File: src/rtl/rtsm_pkg.sv
// Package for the ray terrain shadow marker: widths, codes and shared types.
package rtsm_pkg;

  localparam int unsigned MAP_SIZE  = 1024;
  localparam int unsigned COORD_W   = 10;
  localparam int unsigned ANGLE_W   = 16;
  localparam int unsigned MARGIN_W  = 15;
  localparam int unsigned ERR_W     = 12;
  localparam int unsigned CFG_IDX_W = 2;
  localparam int unsigned CFG_DAT_W = 15;

  localparam logic [COORD_W-1:0]  CoordMax     = COORD_W'(MAP_SIZE - 1);
  localparam logic [MARGIN_W-1:0] MarginReset  = MARGIN_W'(715);

  typedef enum logic {
    ACT_START = 1'b0,
    ACT_CELL  = 1'b1
  } action_e;

  typedef enum logic [CFG_IDX_W-1:0] {
    CFG_ORIGIN_X = 2'd0,
    CFG_ORIGIN_Y = 2'd1,
    CFG_MARGIN   = 2'd2
  } cfg_idx_e;

  typedef struct packed {
    logic                 we;
    logic [CFG_IDX_W-1:0] idx;
    logic [CFG_DAT_W-1:0] wdata;
  } cfg_wr_t;

  typedef struct packed {
    logic                      action;
    logic [COORD_W-1:0]        end_x;
    logic [COORD_W-1:0]        end_y;
    logic signed [ANGLE_W-1:0] elevation;
    logic                      out_of_range;
  } in_item_t;

  typedef struct packed {
    logic               judged;
    logic               shadow;
    logic [COORD_W-1:0] next_x;
    logic [COORD_W-1:0] next_y;
    logic               ray_done;
  } out_item_t;

  function automatic logic [COORD_W-1:0] clamp_coord(logic [COORD_W-1:0] v);
    return (v > CoordMax) ? CoordMax : v;
  endfunction

endpackage

File: src/rtl/rtsm_if.sv
// Valid/ready channel interfaces for input items and result items.
interface rtsm_in_if
  import rtsm_pkg::*;
();
  logic                      valid;
  logic                      ready;
  logic                      action;
  logic [COORD_W-1:0]        end_x;
  logic [COORD_W-1:0]        end_y;
  logic signed [ANGLE_W-1:0] elevation;
  logic                      out_of_range;

  modport source (output valid, action, end_x, end_y, elevation, out_of_range, input ready);
  modport sink   (input valid, action, end_x, end_y, elevation, out_of_range, output ready);
endinterface

interface rtsm_out_if
  import rtsm_pkg::*;
();
  logic               valid;
  logic               ready;
  logic               judged;
  logic               shadow;
  logic [COORD_W-1:0] next_x;
  logic [COORD_W-1:0] next_y;
  logic               ray_done;

  modport source (output valid, judged, shadow, next_x, next_y, ray_done, input ready);
  modport sink   (input valid, judged, shadow, next_x, next_y, ray_done, output ready);
endinterface

File: src/rtl/rtsm_core.sv
// Ray state, config registers and the per-item Bresenham step and shadow compare.
module rtsm_core
  import rtsm_pkg::*;
(
  input  logic      clk_i,
  input  logic      rst_ni,
  input  cfg_wr_t   cfg_i,
  input  logic      fire_i,
  input  in_item_t  item_i,
  output out_item_t res_o
);

  logic [COORD_W-1:0]        origin_x_q, origin_y_q;
  logic [MARGIN_W-1:0]       margin_q;

  logic [COORD_W-1:0]        cur_x_q, cur_x_d, cur_y_q, cur_y_d;
  logic [COORD_W-1:0]        tgt_x_q, tgt_x_d, tgt_y_q, tgt_y_d;
  logic [COORD_W-1:0]        dist_x_q, dist_x_d, dist_y_q, dist_y_d;
  logic                      dir_x_neg_q, dir_x_neg_d, dir_y_neg_q, dir_y_neg_d;
  logic signed [ERR_W-1:0]   err_q, err_d;
  logic signed [ANGLE_W-1:0] hmax_q, hmax_d;
  logic                      have_h_q, have_h_d;
  logic                      axis_q, axis_d;
  logic                      active_q, active_d;

  logic [COORD_W-1:0]        ox, oy, tx, ty, dx, dy;
  logic                      xneg, yneg;
  logic signed [ANGLE_W+1:0] thresh, el_ext;
  logic signed [ERR_W-1:0]   dx_s, dy_s, err_a;
  logic                      shadow;

  always_comb begin
    cur_x_d     = cur_x_q;
    cur_y_d     = cur_y_q;
    tgt_x_d     = tgt_x_q;
    tgt_y_d     = tgt_y_q;
    dist_x_d    = dist_x_q;
    dist_y_d    = dist_y_q;
    dir_x_neg_d = dir_x_neg_q;
    dir_y_neg_d = dir_y_neg_q;
    err_d       = err_q;
    hmax_d      = hmax_q;
    have_h_d    = have_h_q;
    axis_d      = axis_q;
    active_d    = active_q;
    res_o       = '{judged: 1'b0, shadow: 1'b0, next_x: '0, next_y: '0, ray_done: 1'b1};

    ox   = clamp_coord(origin_x_q);
    oy   = clamp_coord(origin_y_q);
    tx   = clamp_coord(item_i.end_x);
    ty   = clamp_coord(item_i.end_y);
    xneg = tx < ox;
    yneg = ty < oy;
    dx   = xneg ? (ox - tx) : (tx - ox);
    dy   = yneg ? (oy - ty) : (ty - oy);

    // exact signed compare, two guard bits
    thresh = $signed({{2{hmax_q[ANGLE_W-1]}}, hmax_q}) - $signed({3'b000, margin_q});
    el_ext = $signed({{2{item_i.elevation[ANGLE_W-1]}}, item_i.elevation});
    shadow = have_h_q && (thresh > el_ext);

    dx_s  = $signed({{(ERR_W-COORD_W){1'b0}}, dist_x_q});
    dy_s  = $signed({{(ERR_W-COORD_W){1'b0}}, dist_y_q});
    err_a = err_q;

    if (item_i.action == ACT_START) begin
      cur_x_d     = ox;
      cur_y_d     = oy;
      tgt_x_d     = tx;
      tgt_y_d     = ty;
      dir_x_neg_d = xneg;
      dir_y_neg_d = yneg;
      dist_x_d    = dx;
      dist_y_d    = dy;
      err_d       = (dx > dy) ? $signed({{(ERR_W-COORD_W+1){1'b0}}, dx[COORD_W-1:1]})
                              : -$signed({{(ERR_W-COORD_W+1){1'b0}}, dy[COORD_W-1:1]});
      axis_d      = (dx == '0) || (dy == '0);
      have_h_d    = 1'b0;
      hmax_d      = '0;
      active_d    = 1'b1;
      res_o       = '{judged: 1'b0, shadow: 1'b0, next_x: ox, next_y: oy, ray_done: 1'b0};
    end else if (!active_q) begin
      // idle: default result
    end else if (have_h_q && !axis_q && item_i.out_of_range) begin
      // stepped cell beyond range ends a diagonal ray unjudged
      active_d = 1'b0;
    end else begin
      if (!have_h_q || (item_i.elevation > hmax_q)) hmax_d = item_i.elevation;
      have_h_d = 1'b1;
      if ((cur_x_q == tgt_x_q) && (cur_y_q == tgt_y_q)) begin
        active_d = 1'b0;
        res_o    = '{judged: 1'b1, shadow: shadow, next_x: '0, next_y: '0, ray_done: 1'b1};
      end else begin
        if (err_q > -dx_s) begin
          err_a   = err_a - dy_s;
          cur_x_d = dir_x_neg_q ? (cur_x_q - 1'b1) : (cur_x_q + 1'b1);
        end
        if (err_q < dy_s) begin
          err_a   = err_a + dx_s;
          cur_y_d = dir_y_neg_q ? (cur_y_q - 1'b1) : (cur_y_q + 1'b1);
        end
        err_d = err_a;
        res_o = '{judged: 1'b1, shadow: shadow, next_x: cur_x_d, next_y: cur_y_d,
                  ray_done: 1'b0};
      end
    end
  end

  always_ff @(posedge clk_i or negedge rst_ni) begin
    if (!rst_ni) begin
      origin_x_q <= '0;
      origin_y_q <= '0;
      margin_q   <= MarginReset;
    end else if (cfg_i.we) begin
      unique case (cfg_i.idx)
        CFG_ORIGIN_X: origin_x_q <= cfg_i.wdata[COORD_W-1:0];
        CFG_ORIGIN_Y: origin_y_q <= cfg_i.wdata[COORD_W-1:0];
        CFG_MARGIN:   margin_q   <= cfg_i.wdata[MARGIN_W-1:0];
        default: ;
      endcase
    end
  end

  always_ff @(posedge clk_i or negedge rst_ni) begin
    if (!rst_ni) begin
      cur_x_q     <= '0;
      cur_y_q     <= '0;
      tgt_x_q     <= '0;
      tgt_y_q     <= '0;
      dist_x_q    <= '0;
      dist_y_q    <= '0;
      dir_x_neg_q <= 1'b0;
      dir_y_neg_q <= 1'b0;
      err_q       <= '0;
      hmax_q      <= '0;
      have_h_q    <= 1'b0;
      axis_q      <= 1'b0;
      active_q    <= 1'b0;
    end else if (fire_i) begin
      cur_x_q     <= cur_x_d;
      cur_y_q     <= cur_y_d;
      tgt_x_q     <= tgt_x_d;
      tgt_y_q     <= tgt_y_d;
      dist_x_q    <= dist_x_d;
      dist_y_q    <= dist_y_d;
      dir_x_neg_q <= dir_x_neg_d;
      dir_y_neg_q <= dir_y_neg_d;
      err_q       <= err_d;
      hmax_q      <= hmax_d;
      have_h_q    <= have_h_d;
      axis_q      <= axis_d;
      active_q    <= active_d;
    end
  end

  a_state_holds: assert property (@(posedge clk_i) disable iff (!rst_ni)
    !fire_i |=> $stable(active_q) && $stable(cur_x_q) && $stable(have_h_q))
    else $error("ray state changed without a processed transaction");

  a_start_arms: assert property (@(posedge clk_i) disable iff (!rst_ni)
    (fire_i && item_i.action == ACT_START) |=> active_q && !have_h_q)
    else $error("start did not arm a fresh ray");

  a_done_idles: assert property (@(posedge clk_i) disable iff (!rst_ni)
    (fire_i && res_o.ray_done) |=> !active_q)
    else $error("ray reported done but stays active");

endmodule

File: src/rtl/ray_terrain_shadow_marker_unit.sv
// Top level: input register, ray core and result register.
//
//  channel  dir  handshake      payload
//  in_i     in   valid/ready    action, end_x, end_y, elevation, out_of_range
//  out_o    out  valid/ready    judged, shadow, next_x, next_y, ray_done
//  cfg      in   cfg_we_i       cfg_idx_i, cfg_wdata_i (write only)
//
// One transaction per cycle sustained while out_o does not stall; a result is
// offered once its input transaction has passed the input register and then the
// core step into the result register.
// The core step is one Bresenham update and one 18-bit compare per unstalled cycle.
// Reset clears the ray (idle) and sets the config registers to their defaults.
// A stall on out_o holds the result; an empty input register still takes one more
// transaction before in_i.ready drops.
module ray_terrain_shadow_marker_unit
  import rtsm_pkg::*;
(
  input  logic                 clk_i,
  input  logic                 rst_ni,
  input  logic                 cfg_we_i,
  input  logic [CFG_IDX_W-1:0] cfg_idx_i,
  input  logic [CFG_DAT_W-1:0] cfg_wdata_i,
  rtsm_in_if.sink              in_i,
  rtsm_out_if.source           out_o
);

  logic      s1_valid_q;
  in_item_t  s1_item_q;
  logic      res_valid_q;
  out_item_t res_q;
  out_item_t core_res;
  cfg_wr_t   cfg;
  logic      adv;
  logic      in_fire;

  assign cfg     = '{we: cfg_we_i, idx: cfg_idx_i, wdata: cfg_wdata_i};
  assign adv     = s1_valid_q && (!res_valid_q || out_o.ready);
  assign in_i.ready = !s1_valid_q || adv;
  assign in_fire = in_i.valid && in_i.ready;

  always_ff @(posedge clk_i or negedge rst_ni) begin
    if (!rst_ni) begin
      s1_valid_q <= 1'b0;
    end else if (in_i.ready) begin
      s1_valid_q <= in_i.valid;
    end
  end

  always_ff @(posedge clk_i) begin
    if (in_fire) begin
      s1_item_q <= '{action: in_i.action, end_x: in_i.end_x, end_y: in_i.end_y,
                     elevation: in_i.elevation, out_of_range: in_i.out_of_range};
    end
  end

  rtsm_core u_core (
    .clk_i  (clk_i),
    .rst_ni (rst_ni),
    .cfg_i  (cfg),
    .fire_i (adv),
    .item_i (s1_item_q),
    .res_o  (core_res)
  );

  always_ff @(posedge clk_i or negedge rst_ni) begin
    if (!rst_ni) begin
      res_valid_q <= 1'b0;
    end else if (adv) begin
      res_valid_q <= 1'b1;
    end else if (out_o.ready) begin
      res_valid_q <= 1'b0;
    end
  end

  always_ff @(posedge clk_i) begin
    if (adv) begin
      res_q <= core_res;
    end
  end

  assign out_o.valid    = res_valid_q;
  assign out_o.judged   = res_q.judged;
  assign out_o.shadow   = res_q.shadow;
  assign out_o.next_x   = res_q.next_x;
  assign out_o.next_y   = res_q.next_y;
  assign out_o.ray_done = res_q.ray_done;

  a_s1_loaded: assert property (@(posedge clk_i) disable iff (!rst_ni)
    in_fire |=> s1_valid_q)
    else $error("accepted transaction not held in input register");

  a_s1_held: assert property (@(posedge clk_i) disable iff (!rst_ni)
    (s1_valid_q && !adv) |=> s1_valid_q && $stable(s1_item_q))
    else $error("input register lost a pending transaction");

  a_res_loaded: assert property (@(posedge clk_i) disable iff (!rst_ni)
    adv |=> res_valid_q)
    else $error("processed transaction produced no result");

endmodule

File: src/flat_wrapper.sv
// flat-port wrapper written by rule: the top's interface ports become plain ports
module ray_terrain_shadow_marker_unit_flat import rtsm_pkg::*;
  (clk_i, rst_ni, cfg_we_i, cfg_idx_i, cfg_wdata_i, in_i_valid, in_i_action, in_i_end_x, in_i_end_y, in_i_elevation, in_i_out_of_range, in_i_ready, out_o_valid, out_o_judged, out_o_shadow, out_o_next_x, out_o_next_y, out_o_ray_done, out_o_ready);
  rtsm_in_if in_i_i ();
  rtsm_out_if out_o_i ();
  input  logic clk_i;
  input  logic rst_ni;
  input  logic cfg_we_i;
  input  logic [CFG_IDX_W-1:0] cfg_idx_i;
  input  logic [CFG_DAT_W-1:0] cfg_wdata_i;
  input wire logic [$bits(in_i_i.valid)-1:0] in_i_valid;
  input wire logic [$bits(in_i_i.action)-1:0] in_i_action;
  input wire logic [$bits(in_i_i.end_x)-1:0] in_i_end_x;
  input wire logic [$bits(in_i_i.end_y)-1:0] in_i_end_y;
  input wire logic [$bits(in_i_i.elevation)-1:0] in_i_elevation;
  input wire logic [$bits(in_i_i.out_of_range)-1:0] in_i_out_of_range;
  output wire logic [$bits(in_i_i.ready)-1:0] in_i_ready;
  output wire logic [$bits(out_o_i.valid)-1:0] out_o_valid;
  output wire logic [$bits(out_o_i.judged)-1:0] out_o_judged;
  output wire logic [$bits(out_o_i.shadow)-1:0] out_o_shadow;
  output wire logic [$bits(out_o_i.next_x)-1:0] out_o_next_x;
  output wire logic [$bits(out_o_i.next_y)-1:0] out_o_next_y;
  output wire logic [$bits(out_o_i.ray_done)-1:0] out_o_ray_done;
  input wire logic [$bits(out_o_i.ready)-1:0] out_o_ready;
  assign in_i_i.valid = in_i_valid;
  assign in_i_i.action = in_i_action;
  assign in_i_i.end_x = in_i_end_x;
  assign in_i_i.end_y = in_i_end_y;
  assign in_i_i.elevation = in_i_elevation;
  assign in_i_i.out_of_range = in_i_out_of_range;
  assign in_i_ready = in_i_i.ready;
  assign out_o_valid = out_o_i.valid;
  assign out_o_judged = out_o_i.judged;
  assign out_o_shadow = out_o_i.shadow;
  assign out_o_next_x = out_o_i.next_x;
  assign out_o_next_y = out_o_i.next_y;
  assign out_o_ray_done = out_o_i.ray_done;
  assign out_o_i.ready = out_o_ready;
  ray_terrain_shadow_marker_unit u_core (.clk_i(clk_i), .rst_ni(rst_ni), .cfg_we_i(cfg_we_i), .cfg_idx_i(cfg_idx_i), .cfg_wdata_i(cfg_wdata_i), .in_i(in_i_i), .out_o(out_o_i));
endmodule
File: config.mk
export PLATFORM = sky130hd
export DESIGN_NAME = ray_terrain_shadow_marker_unit_flat
export DESIGN_NICKNAME = d
export VERILOG_FILES = /design/src/rtl/rtsm_pkg.sv /design/src/rtl/rtsm_if.sv /design/src/rtl/rtsm_core.sv /design/src/rtl/ray_terrain_shadow_marker_unit.sv /design/src/flat_wrapper.sv
export SDC_FILE = /design/constraint.sdc
export NUM_CORES = 1
export LEC_CHECK = 0
export BUFFER_PORTS_ARGS = -buffer_cell sky130_fd_sc_hd__buf_2
export CAP_MARGIN = 20
export CORE_MARGIN = 2
export CORE_UTILIZATION = 45
export DETAILED_ROUTE_END_ITERATION = 10
export PLACE_DENSITY = 0.6
export SLEW_MARGIN = 10
export SYNTH_ARGS = -nofsm -noshare
export SYNTH_HDL_FRONTEND = slang
export SYNTH_SLANG_ARGS = --single-unit
export TNS_END_PERCENT = 30
File: constraint.sdc
create_clock -name clk_i -period 5 [get_ports clk_i]
set_input_delay 0 -clock clk_i [delete_from_list [all_inputs] [get_ports clk_i]]
set_output_delay 0 -clock clk_i [all_outputs]
set_load 0.005 [all_outputs]
==> metrics <==
Cells after DPL 1945; initial antenna violation count 0; Internal Pwr Total 5.98 mW; Clk pin slew, worst setup/hold paths 70 ps; CTS tree done; unrepaired setup endpoints after global routing true; Util after Layout 0.538; top-area cell type share of the netlist area 0.226; Hold WS 89.5 ps; Synth Register Bits 191; layout net count 1846; CP Launch Type flop; HP Start cfg_idx_i[0]; cell taking the most area after synthesis dfrtp_1; CP arrival 5250 ps; DIE WIDTH 179 um; CP Cell Sequence or3_4 > nor3_4 > nand3_2 > nor3_2 > xor2_1 > ha_1 > and4_4 > nand4_1 > a21o_1 > a21oi_4 > mux2_4 > ha_4 > a21oi_2 > o211ai_1 > o41a_1 > a31oi_2 > nor2b_1 > o221ai_2 > xnor2_1 > mux2i_1 > o221ai_1; Buf/Inv on CP 0; HPWL Detailed 28.2 mm; setup slack, reg-to-reg 30 ps; leakage power 7.30 nW; number of global-route vias before repair 10.8k; Slew Limit Fails 0; Hold/Removal Path Class in2reg; Worst path slowest cell o41a_1; TNS Setup 0 ps; die height 179 um; I/O pin cnt 85; Worst Hold Depth 4; clock power share 0.129; ys async rst share 0.681; setup violators final 0; Setup crit end kind flop; grt ovf 0; initial core utilization 0.460; Slew HR 0.324; peak supply drop 0.319 mV; crit-path max cell delay 440 ps; most common cell in the netlist ha_1; pwr dens 671 mW/mm^2; Synth Flop Type dfrtp_1; drt initial violations 921; CTS Buf Count 17; Longest Clk Path Bufs 2; Final GP Congestion 0.917; synth-to-layout area growth 16.8%; vias per cell 5.60; YS warnings 0; Worst Skew 13.1 ps; syn nets 1717; CP top delay family compound AO/OA/AOI/OAI gates; sw frac 0.443; Flop pwr share 0.235; Unique masters post-synth 77; ANT cells 0; Post-synth EDFFs 61; vias 11.4k; row cnt 63; Least-Margin Pin Slew 1010 ps; Mean Syn Cell Area 9.10 um^2; Comb power frac 0.636; FF-to-FF Start u_core.u_core.dist_x_q[2]; core area 0.0298 mm^2; Final ANT Viol Nets 0; Layout Cells excl Fill 2039; Final Cycle Share 0.993; worst skew pair latency 450 ps; wire length per cell 18.5 um; Total GRT Usage 0.243; Post-Syn Instances 1507; max_cap viols 0; I/O Buffers 84; reg2reg end u_core.u_core.err_q[11]; fin crit period 4970 ps; largest fanout on the critical path 6; Hold Path End u_core.u_core.origin_x_q[0]; DIE AREA 0.0319 mm^2; first-pass GRT wire length 59.3 mm; NetSw 4.77 mW; sequential cell area fraction in the yosys report 0.371; synthesized cell area 0.0137 mm^2; status finished clean; Max Fclk 201 MHz; top post-synthesis cells by area dfrtp_1 (23%), edfxtp_1 (13%), ha_1 (13%), nand2_1 (3.9%), o21ai_0 (3.9%); share of layout cells above drive strength 1 0.153; Design Area, Final 0.0160 mm^2; most frequent cells after synthesis ha_1 (145), nand2_1 (144), inv_1 (126), dfrtp_1 (124), o21ai_0 (108); CTS root buf clkbuf_16; Routed Wire Length 37.6 mm; CTS H-tree lvls 4; critical path required time 5280 ps; Sink Count 191; Hold Violations, Final 0; Pre-antenna DRT Iters 5; drc violations 0; largest net degree at the start of global routing 82; CP startpoint u_core.u_core.dist_x_q[2]; Reg2Reg Depth 21; WS Path Type reg2reg; Cell Area, Placed 0.0147 mm^2
-- power groups by stage --
| stage | sequential [mW] | combinational [mW] | clock [mW] |
|---|---|---|---|
| after global routing | 2.58 | 7.64 | 1.48 |
| after CTS | 2.52 | 6.55 | 1.41 |
| after global placement | 2.53 | 6.33 | 0 |
| after floorplan | 2.40 | 4.88 | 0 |
| final | 2.53 | 6.84 | 1.38 |
| after detailed placement | 2.54 | 6.44 | 0 |
-- cells in the final DEF (no fill, tap or decap), types with 7 or more instances in the layout --
master         synthesis  routed
mux2_2                36      35
clkbuf_16              0      17
nand2_1              144     143
buf_2                  5      83
a21oi_1               83      77
nor2_1               107     107
or3_1                 10       9
mux2i_1               18      18
xnor2_1               55      55
nor4_1                11      10
nor2b_1               18      18
ha_1                 145     140
nand2b_1              11      11
nor3_1                25      23
o21bai_1              10      10
or2_2                  7       7
o21ai_0              108     108
a221o_1                7       7
nand3_1               21      20
dlygate4sd3_1          0      57
o21a_1                17      17
and2_1                 8       7
edfxtp_1              61      61
nand4_1               22      22
dfrtp_1              124     124
nand3b_1               9       9
a21o_1                29      29
o22ai_1               23      22
a31oi_1               30      28
o211ai_1              18      18
inv_1                126     126
xor2_1                36      36
buf_4                  1      50
-- logic make-up after synthesis --
| group | Yosys count | synth area share |
|---|---|---|
| DFF | 191 | 0.371 |
| and+or+nand+nor | 413 | 0.142 |
| AOI/OAI and AO/OA | 399 | 0.188 |
| muxes | 54 | 0.0427 |
| adders and majority gates | 150 | 0.140 |
| xor gates and xnor gates | 91 | 0.0581 |
| buffers and inverters | 209 | 0.0579 |
-- stage by stage --
stage / worst slack (ps) / power, mW
after global routing: -241 / 11.7
after floorplan: 29.8 / 7.28
after detailed placement: -120 / 8.98
after CTS: 34.4 / 10.5
after global placement: 16.2 / 8.86
final: 33.1 / 10.7
-- layer usage --
layer	share of wire	vias to the layer above	GRT usage
li1	-	5632	-
met1	0.48	5510	0.349
met2	0.46	247	0.387
met3	0.040	35	0.0358
met4	0.014	0	0.0542
met5	0	-	0
-- sequential cells by signal (all words and copies together) (netlist names), 12 cells and up --
| signal | count |
|---|---|
| u_core.u_core.err_q | 12 |
| u_core.u_core.margin_q | 15 |
| u_core.u_core.hmax_q | 16 |
| u_core.s1_item_q | 38 |
-- worst max-delay path by stage --
stage                                    endpoint  slack, ps  depth (start not counted)
after floorplan           u_core.u_core.err_q[11]         30                         22
after global placement    u_core.u_core.err_q[11]         20                         21
after detailed placement  u_core.u_core.err_q[11]       -120                         21
after CTS                 u_core.u_core.err_q[11]         30                         21
after global routing      u_core.u_core.err_q[11]       -240                         24
final                     u_core.u_core.err_q[11]         30                         21
-- what timing repair did --
action,in CTS,in global routing
endpoints found under the setup margin,3,5
hold endpoints to repair,149,0
hold buffers,57,0
gates resized for setup,5,22
setup buffers,0,5
pin swaps,0,17
gates cloned,0,0
-- worst min-delay path: stages --
cell	delay, ps
buf_2	110
nor3b_2	40
buf_4	190
o21ai_0	150
-- final cells by class --
type,instances,area (um^2)
Sequential cell,191,5090
Timing Repair Buffer,193,1400
Fill cell,2685,13800
Multi-Input combinational cell,1107,7990
Tap cell,390,488
Inverter,126,473
Clock inverter,11,130
Clock buffer,21,450
No activity file was read; power rests on OpenSTA's default activity.
